$ cat src/hw/rtl/selm_pkg.sv
// ----------------------------------------------------------------------------
// selm_pkg
// types and codes of the shared/exclusive lock manager
// ----------------------------------------------------------------------------
package selm_pkg;

   localparam int TXN_W     = 6;
   localparam int KEY_W     = 32;
   localparam int WAIT_W    = 4;
   localparam int CAP_W     = 4;
   localparam logic [CAP_W-1:0]  RESULT_CAP = 4'd8;
   localparam logic [WAIT_W-1:0] WAIT_MAX   = 4'd15;

   localparam logic [1:0] CMD_READ    = 2'd0;
   localparam logic [1:0] CMD_WRITE   = 2'd1;
   localparam logic [1:0] CMD_RELEASE = 2'd2;
   localparam logic [1:0] CMD_STATUS  = 2'd3;

   localparam logic [1:0] KIND_LOCK   = 2'd0;
   localparam logic [1:0] KIND_READY  = 2'd1;
   localparam logic [1:0] KIND_STATUS = 2'd2;

   localparam logic [1:0] MODE_NONE   = 2'd0;
   localparam logic [1:0] MODE_SHARED = 2'd1;
   localparam logic [1:0] MODE_EXCL   = 2'd2;

   localparam logic [1:0] ERR_OK         = 2'd0;
   localparam logic [1:0] ERR_TABLE_FULL = 2'd1;
   localparam logic [1:0] ERR_QUEUE_FULL = 2'd2;

   typedef struct packed {
      logic             excl;
      logic [TXN_W-1:0] txn;
   } qentry_type;

   typedef struct packed {
      logic [1:0]       kind;
      logic             granted;
      logic [TXN_W-1:0] owner;
      logic [1:0]       mode;
      logic [1:0]       err;
      logic             last;
   } item_type;

endpackage

$ cat src/hw/rtl/shared_exclusive_lock_manager_unit.sv
// ----------------------------------------------------------------------------
// shared_exclusive_lock_manager_unit
// lock table with a fifo request queue per key, shared and exclusive modes
// ----------------------------------------------------------------------------
// usage:
//   request channel (req_*): cmd 0 read lock, 1 write lock, 2 release,
//   3 status query, with txn id and 32-bit key; taken when req_valid is high
//   and req_stall low. req_stall stays high while a request is in work.
//   response channel (rsp_*): lock replies, ready notices and status
//   entries; rsp_last marks the final response of a request. a release may
//   produce no response at all.
//   search: the key table is searched one slot at a time, each slot first
//   read and then checked; read locks, status queries and releases walk the
//   queue entry by entry, a release adds a second pass over the remaining
//   entries, and each wait counter update is a read and then a write.
//   the response register lets the next request enter while the last
//   response still waits; a stalled receiver holds the block whenever a
//   response must move into the response register while it is still full.
//   reset: a clearing pass zeroes the queue counts and wait counters;
//   req_stall is high meanwhile.
// ----------------------------------------------------------------------------
module shared_exclusive_lock_manager_unit #(
   parameter int KEY_SLOTS   = 16,
   parameter int QUEUE_DEPTH = 8,
   parameter int TXN_SLOTS   = 64
) (
   input  logic                        clock,
   input  logic                        reset,
   input  logic                        req_valid,
   output logic                        req_stall,
   input  logic [1:0]                  req_cmd,
   input  logic [selm_pkg::TXN_W-1:0]  req_txn_id,
   input  logic [selm_pkg::KEY_W-1:0]  req_lock_key,
   output logic                        rsp_valid,
   input  logic                        rsp_stall,
   output logic [1:0]                  rsp_kind,
   output logic                        rsp_granted,
   output logic [selm_pkg::TXN_W-1:0]  rsp_owner_txn,
   output logic [1:0]                  rsp_lock_mode,
   output logic [1:0]                  rsp_error,
   output logic                        rsp_last
);

   localparam int KA    = (KEY_SLOTS > 1) ? $clog2(KEY_SLOTS) : 1;
   localparam int WA    = $clog2(TXN_SLOTS);
   localparam int QN    = KEY_SLOTS * QUEUE_DEPTH;
   localparam int QA    = (QN > 1) ? $clog2(QN) : 1;
   localparam int CW    = $clog2(QUEUE_DEPTH + 1);
   localparam int PV    = 1 << CW;
   localparam int CLR_N = (KEY_SLOTS > TXN_SLOTS) ? KEY_SLOTS : TXN_SLOTS;
   localparam int CLW   = $clog2(CLR_N);
   localparam int TW    = CW + selm_pkg::KEY_W;
   localparam int TXW   = selm_pkg::TXN_W;
   localparam int WW    = selm_pkg::WAIT_W;

   typedef enum logic [14:0] {
      ST_CLEAR = 15'b000000000000001,
      ST_IDLE  = 15'b000000000000010,
      ST_KRD   = 15'b000000000000100,
      ST_KCHK  = 15'b000000000001000,
      ST_SETUP = 15'b000000000010000,
      ST_NEW   = 15'b000000000100000,
      ST_QRD   = 15'b000000001000000,
      ST_QCHK  = 15'b000000010000000,
      ST_LWR   = 15'b000000100000000,
      ST_RCNT  = 15'b000001000000000,
      ST_PRD   = 15'b000010000000000,
      ST_PCHK  = 15'b000100000000000,
      ST_WRD   = 15'b001000000000000,
      ST_WCHK  = 15'b010000000000000,
      ST_FIN   = 15'b100000000000000
   } state_type;

   // memories: key table {count, tag}, request queues, wait counters
   logic [TW-1:0]             tag_mem_ff   [KEY_SLOTS];
   selm_pkg::qentry_type      queue_mem_ff [QN];
   logic [WW-1:0]             wait_mem_ff  [TXN_SLOTS];

   logic                      tm_re, tm_we, qm_re, qm_we, wm_re, wm_we;
   logic [KA-1:0]             tm_wa;
   logic [TW-1:0]             tm_wd, tm_q_ff;
   logic [QA-1:0]             qm_ra, qm_wa;
   selm_pkg::qentry_type      qm_wd, qm_q_ff;
   logic [WA-1:0]             wm_ra, wm_wa;
   logic [WW-1:0]             wm_wd, wm_q_ff;

   state_type                 state_ff, state_in;
   logic [CLW-1:0]            clr_ff, clr_in;
   logic [1:0]                cmd_ff, cmd_in;
   logic [TXW-1:0]            txn_ff, txn_in;
   logic [selm_pkg::KEY_W-1:0] key_ff, key_in;
   logic [KA-1:0]             scan_ff, scan_in, fslot_ff, fslot_in, free_ff, free_in;
   logic                      found_ff, found_in, free_v_ff, free_v_in;
   logic [CW-1:0]             cnt_ff, cnt_in, idx_ff, idx_in, widx_ff, widx_in;
   logic [QA-1:0]             base_ff, base_in;
   logic                      ok_ff, ok_in, sh_ff, sh_in;
   logic [PV-1:0]             prev_ff, prev_in;
   logic [TXW-1:0]            cur_ff, cur_in;
   logic                      pend_v_ff, pend_v_in;
   selm_pkg::item_type        pend_ff, pend_in;
   logic [selm_pkg::CAP_W-1:0] ecnt_ff, ecnt_in;

   // response path
   logic                      offer_v, push, can_push, can_offer;
   selm_pkg::item_type        offer_item, push_item;

   logic [CW-1:0]             tm_cnt;
   logic [KA-1:0]             slot_sel;
   logic                      before_r, after_i, idx_end;
   logic [WW-1:0]             wc_dec;

   function automatic logic txn_ok(input logic [TXW-1:0] t);
      return 32'(t) < 32'(TXN_SLOTS);
   endfunction

   function automatic selm_pkg::item_type mk_item(input logic [1:0] kind,
      input logic granted, input logic [TXW-1:0] owner, input logic [1:0] mode,
      input logic [1:0] err);
      selm_pkg::item_type it;
      it.kind    = kind;
      it.granted = granted;
      it.owner   = owner;
      it.mode    = mode;
      it.err     = err;
      it.last    = 1'b0;
      return it;
   endfunction

   // memory ports
   always_ff @(posedge clock) begin
      if (tm_we) begin
         tag_mem_ff[tm_wa] <= tm_wd;
      end
      if (tm_re) begin
         tm_q_ff <= tag_mem_ff[scan_ff];
      end
   end

   always_ff @(posedge clock) begin
      if (qm_we) begin
         queue_mem_ff[qm_wa] <= qm_wd;
      end
      if (qm_re) begin
         qm_q_ff <= queue_mem_ff[qm_ra];
      end
   end

   always_ff @(posedge clock) begin
      if (wm_we) begin
         wait_mem_ff[wm_wa] <= wm_wd;
      end
      if (wm_re) begin
         wm_q_ff <= wait_mem_ff[wm_ra];
      end
   end

   assign tm_cnt    = tm_q_ff[TW-1 -: CW];
   assign slot_sel  = found_ff ? fslot_ff : free_ff;
   assign qm_ra     = base_ff + QA'(idx_ff);
   assign wm_ra     = WA'(cur_ff);
   assign idx_end   = (CW'(idx_ff + 1'b1) == cnt_ff);
   // holder before release: front entry, or inside the leading shared run
   assign before_r  = (idx_ff == '0) || (sh_ff && !qm_q_ff.excl);
   assign after_i   = before_r;
   assign wc_dec    = wm_q_ff - 1'b1;
   assign can_offer = (ecnt_ff >= selm_pkg::RESULT_CAP) || !pend_v_ff || can_push;
   assign req_stall = (state_ff != ST_IDLE);

   always_comb begin
      state_in  = state_ff;
      clr_in    = clr_ff;
      cmd_in    = cmd_ff;
      txn_in    = txn_ff;
      key_in    = key_ff;
      scan_in   = scan_ff;
      fslot_in  = fslot_ff;
      free_in   = free_ff;
      found_in  = found_ff;
      free_v_in = free_v_ff;
      cnt_in    = cnt_ff;
      idx_in    = idx_ff;
      widx_in   = widx_ff;
      base_in   = base_ff;
      ok_in     = ok_ff;
      sh_in     = sh_ff;
      prev_in   = prev_ff;
      cur_in    = cur_ff;
      tm_re = 1'b0; tm_we = 1'b0; tm_wa = '0; tm_wd = '0;
      qm_re = 1'b0; qm_we = 1'b0; qm_wa = '0; qm_wd = '0;
      wm_re = 1'b0; wm_we = 1'b0; wm_wa = '0; wm_wd = '0;
      offer_v    = 1'b0;
      offer_item = mk_item(selm_pkg::KIND_LOCK, 1'b0, txn_ff, selm_pkg::MODE_NONE,
                           selm_pkg::ERR_OK);

      unique case (state_ff)
         ST_CLEAR: begin
            // zero queue counts and wait counters after reset
            if (32'(clr_ff) < 32'(KEY_SLOTS)) begin
               tm_we = 1'b1;
               tm_wa = clr_ff[KA-1:0];
            end
            if (32'(clr_ff) < 32'(TXN_SLOTS)) begin
               wm_we = 1'b1;
               wm_wa = clr_ff[WA-1:0];
            end
            clr_in = clr_ff + 1'b1;
            if (clr_ff == CLW'(CLR_N - 1)) begin
               state_in = ST_IDLE;
            end
         end
         ST_IDLE: begin
            if (req_valid) begin
               cmd_in    = req_cmd;
               txn_in    = req_txn_id;
               key_in    = req_lock_key;
               scan_in   = '0;
               found_in  = 1'b0;
               free_v_in = 1'b0;
               state_in  = ST_KRD;
            end
         end
         ST_KRD: begin
            tm_re    = 1'b1;
            state_in = ST_KCHK;
         end
         ST_KCHK: begin
            // an entry with a nonzero count is a live key
            if (tm_cnt != '0 && tm_q_ff[selm_pkg::KEY_W-1:0] == key_ff) begin
               found_in = 1'b1;
               fslot_in = scan_ff;
               cnt_in   = tm_cnt;
               state_in = ST_SETUP;
            end else begin
               if (tm_cnt == '0 && !free_v_ff) begin
                  free_v_in = 1'b1;
                  free_in   = scan_ff;
               end
               if (scan_ff == KA'(KEY_SLOTS - 1)) begin
                  state_in = ST_SETUP;
               end else begin
                  scan_in  = scan_ff + 1'b1;
                  state_in = ST_KRD;
               end
            end
         end
         ST_SETUP: begin
            base_in  = QA'(slot_sel) * QA'(QUEUE_DEPTH);
            idx_in   = '0;
            widx_in  = '0;
            sh_in    = 1'b1;
            ok_in    = 1'b1;
            state_in = ST_FIN;
            case (cmd_ff)
               selm_pkg::CMD_READ, selm_pkg::CMD_WRITE: begin
                  if (!found_ff) begin
                     if (!free_v_ff) begin
                        offer_v    = 1'b1;
                        offer_item = mk_item(selm_pkg::KIND_LOCK, 1'b0, txn_ff,
                                     selm_pkg::MODE_NONE, selm_pkg::ERR_TABLE_FULL);
                     end else begin
                        state_in = ST_NEW;
                     end
                  end else if (32'(cnt_ff) >= 32'(QUEUE_DEPTH)) begin
                     offer_v    = 1'b1;
                     offer_item = mk_item(selm_pkg::KIND_LOCK, 1'b0, txn_ff,
                                  selm_pkg::MODE_NONE, selm_pkg::ERR_QUEUE_FULL);
                  end else if (cmd_ff == selm_pkg::CMD_WRITE) begin
                     ok_in    = 1'b0;
                     state_in = ST_LWR;
                  end else begin
                     state_in = ST_QRD;
                  end
               end
               selm_pkg::CMD_STATUS: begin
                  if (!found_ff) begin
                     offer_v    = 1'b1;
                     offer_item = mk_item(selm_pkg::KIND_STATUS, 1'b0, '0,
                                  selm_pkg::MODE_NONE, selm_pkg::ERR_OK);
                  end else begin
                     state_in = ST_QRD;
                  end
               end
               default: begin
                  if (found_ff) begin
                     state_in = ST_QRD;
                  end
               end
            endcase
         end
         ST_NEW: begin
            tm_we = 1'b1;
            tm_wa = free_ff;
            tm_wd = {CW'(1), key_ff};
            qm_we = 1'b1;
            qm_wa = base_ff;
            qm_wd = '{excl: (cmd_ff == selm_pkg::CMD_WRITE), txn: txn_ff};
            offer_v    = 1'b1;
            offer_item = mk_item(selm_pkg::KIND_LOCK, 1'b1, txn_ff,
                                 selm_pkg::MODE_NONE, selm_pkg::ERR_OK);
            state_in   = ST_FIN;
         end
         ST_QRD: begin
            qm_re    = 1'b1;
            state_in = ST_QCHK;
         end
         ST_QCHK: begin
            case (cmd_ff)
               selm_pkg::CMD_READ, selm_pkg::CMD_WRITE: begin
                  if (qm_q_ff.excl) begin
                     ok_in = 1'b0;
                  end
                  if (idx_end) begin
                     state_in = ST_LWR;
                  end else begin
                     idx_in   = idx_ff + 1'b1;
                     state_in = ST_QRD;
                  end
               end
               selm_pkg::CMD_STATUS: begin
                  if (qm_q_ff.excl) begin
                     if (idx_ff == '0) begin
                        offer_v    = 1'b1;
                        offer_item = mk_item(selm_pkg::KIND_STATUS, 1'b0,
                                     qm_q_ff.txn, selm_pkg::MODE_EXCL, selm_pkg::ERR_OK);
                     end
                     state_in = ST_FIN;
                  end else if (can_offer) begin
                     offer_v    = 1'b1;
                     offer_item = mk_item(selm_pkg::KIND_STATUS, 1'b0, qm_q_ff.txn,
                                  selm_pkg::MODE_SHARED, selm_pkg::ERR_OK);
                     if (idx_end) begin
                        state_in = ST_FIN;
                     end else begin
                        idx_in   = idx_ff + 1'b1;
                        state_in = ST_QRD;
                     end
                  end
               end
               default: begin
                  // release, first pass: compact the queue in place
                  sh_in = sh_ff && !qm_q_ff.excl;
                  if (qm_q_ff.txn != txn_ff) begin
                     qm_we            = 1'b1;
                     qm_wa            = base_ff + QA'(widx_ff);
                     qm_wd            = qm_q_ff;
                     prev_in[widx_ff] = before_r;
                     widx_in          = widx_ff + 1'b1;
                  end
                  if (idx_end) begin
                     state_in = ST_RCNT;
                  end else begin
                     idx_in   = idx_ff + 1'b1;
                     state_in = ST_QRD;
                  end
               end
            endcase
         end
         ST_LWR: begin
            qm_we = 1'b1;
            qm_wa = base_ff + QA'(cnt_ff);
            qm_wd = '{excl: (cmd_ff == selm_pkg::CMD_WRITE), txn: txn_ff};
            tm_we = 1'b1;
            tm_wa = fslot_ff;
            tm_wd = {CW'(cnt_ff + 1'b1), key_ff};
            if (!ok_ff && txn_ok(txn_ff)) begin
               cur_in   = txn_ff;
               state_in = ST_WRD;
            end else begin
               offer_v    = 1'b1;
               offer_item = mk_item(selm_pkg::KIND_LOCK, ok_ff, txn_ff,
                                    selm_pkg::MODE_NONE, selm_pkg::ERR_OK);
               state_in   = ST_FIN;
            end
         end
         ST_RCNT: begin
            tm_we  = 1'b1;
            tm_wa  = fslot_ff;
            tm_wd  = {widx_ff, key_ff};
            cnt_in = widx_ff;
            idx_in = '0;
            sh_in  = 1'b1;
            state_in = (widx_ff == '0) ? ST_FIN : ST_PRD;
         end
         ST_PRD: begin
            qm_re    = 1'b1;
            state_in = ST_PCHK;
         end
         ST_PCHK: begin
            // second pass: new holders that were not holders before
            sh_in = sh_ff && !qm_q_ff.excl;
            if (!after_i) begin
               state_in = ST_FIN;
            end else if (!prev_ff[idx_ff] && txn_ok(qm_q_ff.txn)) begin
               cur_in   = qm_q_ff.txn;
               state_in = ST_WRD;
            end else if (idx_end) begin
               state_in = ST_FIN;
            end else begin
               idx_in   = idx_ff + 1'b1;
               state_in = ST_PRD;
            end
         end
         ST_WRD: begin
            wm_re    = 1'b1;
            state_in = ST_WCHK;
         end
         ST_WCHK: begin
            if (cmd_ff != selm_pkg::CMD_RELEASE) begin
               wm_we = 1'b1;
               wm_wa = WA'(cur_ff);
               wm_wd = (wm_q_ff == selm_pkg::WAIT_MAX) ? wm_q_ff : wm_q_ff + 1'b1;
               offer_v    = 1'b1;
               offer_item = mk_item(selm_pkg::KIND_LOCK, 1'b0, txn_ff,
                                    selm_pkg::MODE_NONE, selm_pkg::ERR_OK);
               state_in   = ST_FIN;
            end else if (wm_q_ff != WW'(1) || can_offer) begin
               if (wm_q_ff != '0) begin
                  wm_we = 1'b1;
                  wm_wa = WA'(cur_ff);
                  wm_wd = wc_dec;
               end
               if (wm_q_ff == WW'(1)) begin
                  offer_v    = 1'b1;
                  offer_item = mk_item(selm_pkg::KIND_READY, 1'b0, cur_ff,
                                       selm_pkg::MODE_NONE, selm_pkg::ERR_OK);
               end
               if (idx_end) begin
                  state_in = ST_FIN;
               end else begin
                  idx_in   = idx_ff + 1'b1;
                  state_in = ST_PRD;
               end
            end
         end
         ST_FIN: begin
            if (!pend_v_ff || can_push) begin
               state_in = ST_IDLE;
            end
         end
         default: begin
            state_in = ST_IDLE;
         end
      endcase
   end

   // one response is held back until we know whether it is the last one
   always_comb begin
      push      = 1'b0;
      push_item = pend_ff;
      pend_v_in = pend_v_ff;
      pend_in   = pend_ff;
      ecnt_in   = ecnt_ff;
      if (state_ff == ST_IDLE) begin
         ecnt_in   = '0;
         pend_v_in = 1'b0;
      end else if (state_ff == ST_FIN) begin
         if (pend_v_ff && can_push) begin
            push           = 1'b1;
            push_item.last = 1'b1;
            pend_v_in      = 1'b0;
         end
      end else if (offer_v && ecnt_ff < selm_pkg::RESULT_CAP) begin
         if (pend_v_ff) begin
            push = 1'b1;
         end
         pend_in   = offer_item;
         pend_v_in = 1'b1;
         ecnt_in   = ecnt_ff + 1'b1;
      end
   end

   always_ff @(posedge clock) begin
      if (reset) begin
         state_ff  <= ST_CLEAR;
         clr_ff    <= '0;
         pend_v_ff <= 1'b0;
         ecnt_ff   <= '0;
      end else begin
         state_ff  <= state_in;
         clr_ff    <= clr_in;
         pend_v_ff <= pend_v_in;
         ecnt_ff   <= ecnt_in;
      end
   end

   always_ff @(posedge clock) begin
      cmd_ff    <= cmd_in;
      txn_ff    <= txn_in;
      key_ff    <= key_in;
      scan_ff   <= scan_in;
      fslot_ff  <= fslot_in;
      free_ff   <= free_in;
      found_ff  <= found_in;
      free_v_ff <= free_v_in;
      cnt_ff    <= cnt_in;
      idx_ff    <= idx_in;
      widx_ff   <= widx_in;
      base_ff   <= base_in;
      ok_ff     <= ok_in;
      sh_ff     <= sh_in;
      prev_ff   <= prev_in;
      cur_ff    <= cur_in;
      pend_ff   <= pend_in;
   end

   selm_rsp_stage u_rsp (
      .clock         (clock),
      .reset         (reset),
      .push          (push),
      .item          (push_item),
      .can_push      (can_push),
      .rsp_valid     (rsp_valid),
      .rsp_stall     (rsp_stall),
      .rsp_kind      (rsp_kind),
      .rsp_granted   (rsp_granted),
      .rsp_owner_txn (rsp_owner_txn),
      .rsp_lock_mode (rsp_lock_mode),
      .rsp_error     (rsp_error),
      .rsp_last      (rsp_last)
   );

endmodule

$ cat src/hw/rtl/selm_rsp_stage.sv
// ----------------------------------------------------------------------------
// selm_rsp_stage
// output register of the response channel
// ----------------------------------------------------------------------------
module selm_rsp_stage (
   input  logic                        clock,
   input  logic                        reset,
   input  logic                        push,
   input  selm_pkg::item_type          item,
   output logic                        can_push,
   output logic                        rsp_valid,
   input  logic                        rsp_stall,
   output logic [1:0]                  rsp_kind,
   output logic                        rsp_granted,
   output logic [selm_pkg::TXN_W-1:0]  rsp_owner_txn,
   output logic [1:0]                  rsp_lock_mode,
   output logic [1:0]                  rsp_error,
   output logic                        rsp_last
);

   logic               valid_ff;
   selm_pkg::item_type data_ff;

   assign can_push = !valid_ff || !rsp_stall;

   always_ff @(posedge clock) begin
      if (reset) begin
         valid_ff <= 1'b0;
      end else if (push) begin
         valid_ff <= 1'b1;
      end else if (!rsp_stall) begin
         valid_ff <= 1'b0;
      end
   end

   always_ff @(posedge clock) begin
      if (push) begin
         data_ff <= item;
      end
   end

   assign rsp_valid     = valid_ff;
   assign rsp_kind      = data_ff.kind;
   assign rsp_granted   = data_ff.granted;
   assign rsp_owner_txn = data_ff.owner;
   assign rsp_lock_mode = data_ff.mode;
   assign rsp_error     = data_ff.err;
   assign rsp_last      = data_ff.last;

endmodule

$ cat config.mk
export PLATFORM = sky130hd
export DESIGN_NAME = shared_exclusive_lock_manager_unit
export DESIGN_NICKNAME = d
export VERILOG_FILES = /design/src/hw/rtl/selm_pkg.sv /design/src/hw/rtl/shared_exclusive_lock_manager_unit.sv /design/src/hw/rtl/selm_rsp_stage.sv
export SDC_FILE = /design/constraint.sdc
export NUM_CORES = 2
export LEC_CHECK = 0
export ABC_AREA = 0
export BUFFER_PORTS_ARGS = -buffer_cell sky130_fd_sc_hd__buf_2
export CORE_ASPECT_RATIO = 0.6
export CORE_MARGIN = 2
export CORE_UTILIZATION = 40
export DETAILED_ROUTE_END_ITERATION = 12
export PLACE_DENSITY = 0.64
export SETUP_SLACK_MARGIN = 0.5
export SYNTH_ARGS = -nofsm -noshare
export SYNTH_HDL_FRONTEND = slang
export SYNTH_SLANG_ARGS = --single-unit
$ cat constraint.sdc
create_clock -name clock -period 5.95 [get_ports clock]
set_input_delay 1.785 -clock clock [delete_from_list [all_inputs] [get_ports clock]]
set_output_delay 1.785 -clock clock [all_outputs]
set_load 0.005 [all_outputs]
==> flow_summary_export.csv <==
group,metric,value,unit
outcome,status,"complete, no violations",
timing,finalCritPeriodShare,0.815,
synth,syn_area_per_cell,20.0,um^2
clock_tree,cts_hold_buf,0,
detailed_routing,drcViolationCount,0,
power,pwr-share-clk,0.413,
synth,synth_area,76100,um^2
detailed_routing,drt_iter0_drc,5917,
cells_and_area,final_cell_mix,"edfxtp_1, mux4_2, clkbuf_16",
floorplan,die_h,342,um
grt,grt_usage,0.196,
placement,portBuffers,59,
power,p_sw_frac,0.202,
critical_path,cp_slowest_cell,"or4_1",
clock_tree,clk_path_buf_depth,4,
critical_path,worstSetupPathType,"flop to output port",
cells_and_area,mostFrequentLayoutCell,"edfxtp_1",
cells_and_area,antennaDiodeCount,0,
timing,rsz0062_at_grt,"no",
cells_and_area,area_delta_synth_final,12.8,%
clock_tree,cts_resized,0,
synth,synthFlopType,"edfxtp_1",
detailed_routing,ant_nets,0,
cells_and_area,fillers,15600,
synth,synth_cell_types,85,
cells_and_area,utilization,0.456,
clock_tree,clk_pin_slew_worst_paths,0.06,ns
critical_path,worstPathArrival,3.07,ns
power,seq_power_share,0.566,
timing,fin_skew,0.0915,ns
detailed_routing,dr.pass1.iters,7,
clock_tree,htreeDepth,4,
clock_tree,numCtsBuffers,180,
critical_path,crit_path_start_kind,"flop",
worst_hold_path,holdCritPathClass,"flop to flop",
grt,grt_overflow,0,
critical_path,worst-path-max-fanout,7,
critical_path,cp_cell_sequence,"or4_1 > or4_4 > or2_2 > buf_2",
critical_path,crit_required,4.16,ns
power,p_per_area,308,nW/um^2
worst_hold_path,hold_path.startpoint,"pend_ff[3]$_SDFFCE_PP0P_",
floorplan,core,188000,um^2
critical_path,cpPeakStageDelay,0.70,ns
timing,drv_slew,0,
floorplan,num_rows,123,
timing,setup_ws,1.10,ns
synth,ys_seq_area_frac,0.755,
synth,synth-edff-count,1896,
timing,max_freq,206,MHz
critical_path,r2r_setup_slack,1.20,ns
synth,ys_ff_latch,1923,
worst_hold_path,whs_path_depth,0,
critical_path,crit_family,"simple AND/OR/NAND/NOR gates",
clock_tree,cts-root-buf,"clkbuf_16",
placement,hpwlAfterDp,121,mm
grt,grt_pass1_vias,37500,
clock_tree,cts_sinks,1923,
power,p_comb_frac,0.021,
timing,worst_pin_slew,1.27,ns
placement,gp_congestion,0.941,
run,maxCapViolCount,0,
detailed_routing,vias,39400,
clock_tree,cts_setup_buffers,0,
floorplan,io_pins,60,
critical_path,reg2reg_depth,11,
power,peakVddDrop,0.000229,V
cells_and_area,final_net_count,4085,
timing,final.setup.tns,0,ns
timing,period_needed,4.85,ns
timing,setup_viol,0,
clock_tree,clock_latency,0.83,ns
power,power.internal,0.0211,W
floorplan,initial_core_util,0.404,
critical_path,reg2reg_from,"state_ff[1]$_SDFFE_PP0P_",
power,power_switching,0.00535,W
detailed_routing,routed_via_density,5.92,
cells_and_area,drive_gt1_frac,0.239,
power,power.leakage,24.3,nW
synth,syn_inst,3801,
grt,grt_antenna_before_repair,11,
clock_tree,cts_tree,"done",
grt,grt_pass1_wl,276,mm
synth,yosysWarnings,0,
synth,async_flop_share,0,
grt,grt_max_degree,149,
floorplan,dieArea,194000,um^2
synth,synth.net_count,3866,
floorplan,die_width,567,um
detailed_routing,drt_wl_total,192,mm
critical_path,path_buf_inv,1,
placement,place_ws,1.18,ns
timing,hold_violations,0,
critical_path,worstSetupEndpointType,"output port",
detailed_routing,detail_route.wl_per_cell,28.8,um
timing,hold-worst-slack,0.420,ns
worst_hold_path,whs_endpoint,"u_rsp.rsp_lock_mode[0]$_DFFE_PP_",
critical_path,rr_endpoint,"queue_mem_ff[61][4]$_DFFE_PP_",
timing,max_slew_margin,0.149,
flip-flops by register name, indices dropped and copies added, names as in the netlist, 6 cells and up:
signal,cells
tm_q_ff,36
key_ff,32
cur_ff,6
state_ff,15
prev_ff,16
queue_mem_ff,896
txn_ff,6
qm_q_ff,7
wait_mem_ff,256
u_rsp.rsp_owner_txn,6
tag_mem_ff,576
pend_ff,13
clr_ff,6
worst max-delay path by stage:
stage	cells past startpoint	endpoint	slack, ns	from
finish	4	req_stall	1.10	state_ff[8]$_SDFFE_PP0P_
global route	11	queue_mem_ff[55][5]$_DFFE_PP_	0.97	state_ff[8]$_SDFFE_PP0P_
global placement	8	wait_mem_ff[62][1]$_DFFE_PP_	1.30	rsp_stall
CTS	4	req_stall	1.09	state_ff[8]$_SDFFE_PP0P_
floorplan	7	tag_mem_ff[12][0]$_DFFE_PP_	0.84	state_ff[1]$_SDFFE_PP0P_
detailed placement	8	wait_mem_ff[14][1]$_DFFE_PP_	1.18	rsp_stall
worst reg2reg max path: cells and delay by family (launching register included):
kind	cells	cell delay, ns
buf+inv	5	1.25
compound gates	2	0.72
simple gates	4	2.06
flops	1	0.40
power by group through the flow:
stage	Clock, W	Combinational (W)	Sequential (W)
floorplan	0	0.000345	0.0152
global placement	0	0.000562	0.0153
detailed placement	0	0.000566	0.0153
CTS	0.0111	0.000569	0.0150
global route	0.0116	0.000596	0.0150
finish	0.0109	0.000558	0.0150
metrics by stage:
step / std cells / total power, W / cell area, um^2
5_1_grt: 6654 / 0.0272 / 85900
3_5_place_dp: 6338 / 0.0158 / 80400
3_3_place_gp: 6338 / 0.0158 / 80400
4_1_cts: 6654 / 0.0266 / 85800
6_report: 6654 / 0.0265 / 85900
2_1_floorplan: 3801 / 0.0156 / 76100
synthesized netlist by cell type, drive strengths merged (52+ instances only):
cell type  number  area (um^2)
edfxtp       1896        56900
mux4          438         9860
nor3          168          862
nor2          150          563
mux2i         135         1350
nand2         129          484
clkbuf        120          450
buf            89          413
a21oi          75          375
nand3          57          290
o221ai         57          499
xnor2          53          464
o22ai          52          325
layout make-up:
cell class	instances	area, um^2	area share
Timing Repair Buffer	246	1790	0.0208
Tap cell	2500	3130	0.0364
Inverter	24	90.1	0.00105
Clock buffer	221	4720	0.0550
Clock inverter	95	704	0.00820
Multi-Input combinational cell	1645	17900	0.209
Sequential cell	1923	57500	0.669
kinds of logic (layout without fill, tap and decap cells):
| logic type | after synthesis | in the layout | share of synthesized area |
|---|---|---|---|
| AO/OA/AOI/OAI | 305 | 305 | 0.0285 |
| XOR/XNOR | 63 | 63 | 0.00725 |
| adder cells (fa/ha/maj) | 21 | 21 | 0.00345 |
| buffers and inverters | 233 | 586 | 0.0125 |
| flip-flops | 1923 | 1923 | 0.755 |
| multiplexers | 579 | 579 | 0.148 |
| AND/OR/NAND/NOR | 677 | 677 | 0.0451 |
layer usage:
| layer | global-route usage | vias to the layer above | wire length, um | share of wire |
|---|---|---|---|---|
| li1 | - | 16300 | - | - |
| met1 | 0.324 | 20500 | 88400 | 0.46 |
| met2 | 0.251 | 2346 | 75800 | 0.40 |
| met3 | 0.0545 | 258 | 24100 | 0.13 |
| met4 | 0.0383 | 0 | 3410 | 0.018 |
| met5 | 0 | - | 0 | 0 |
(Power assumes the default switching activity.)
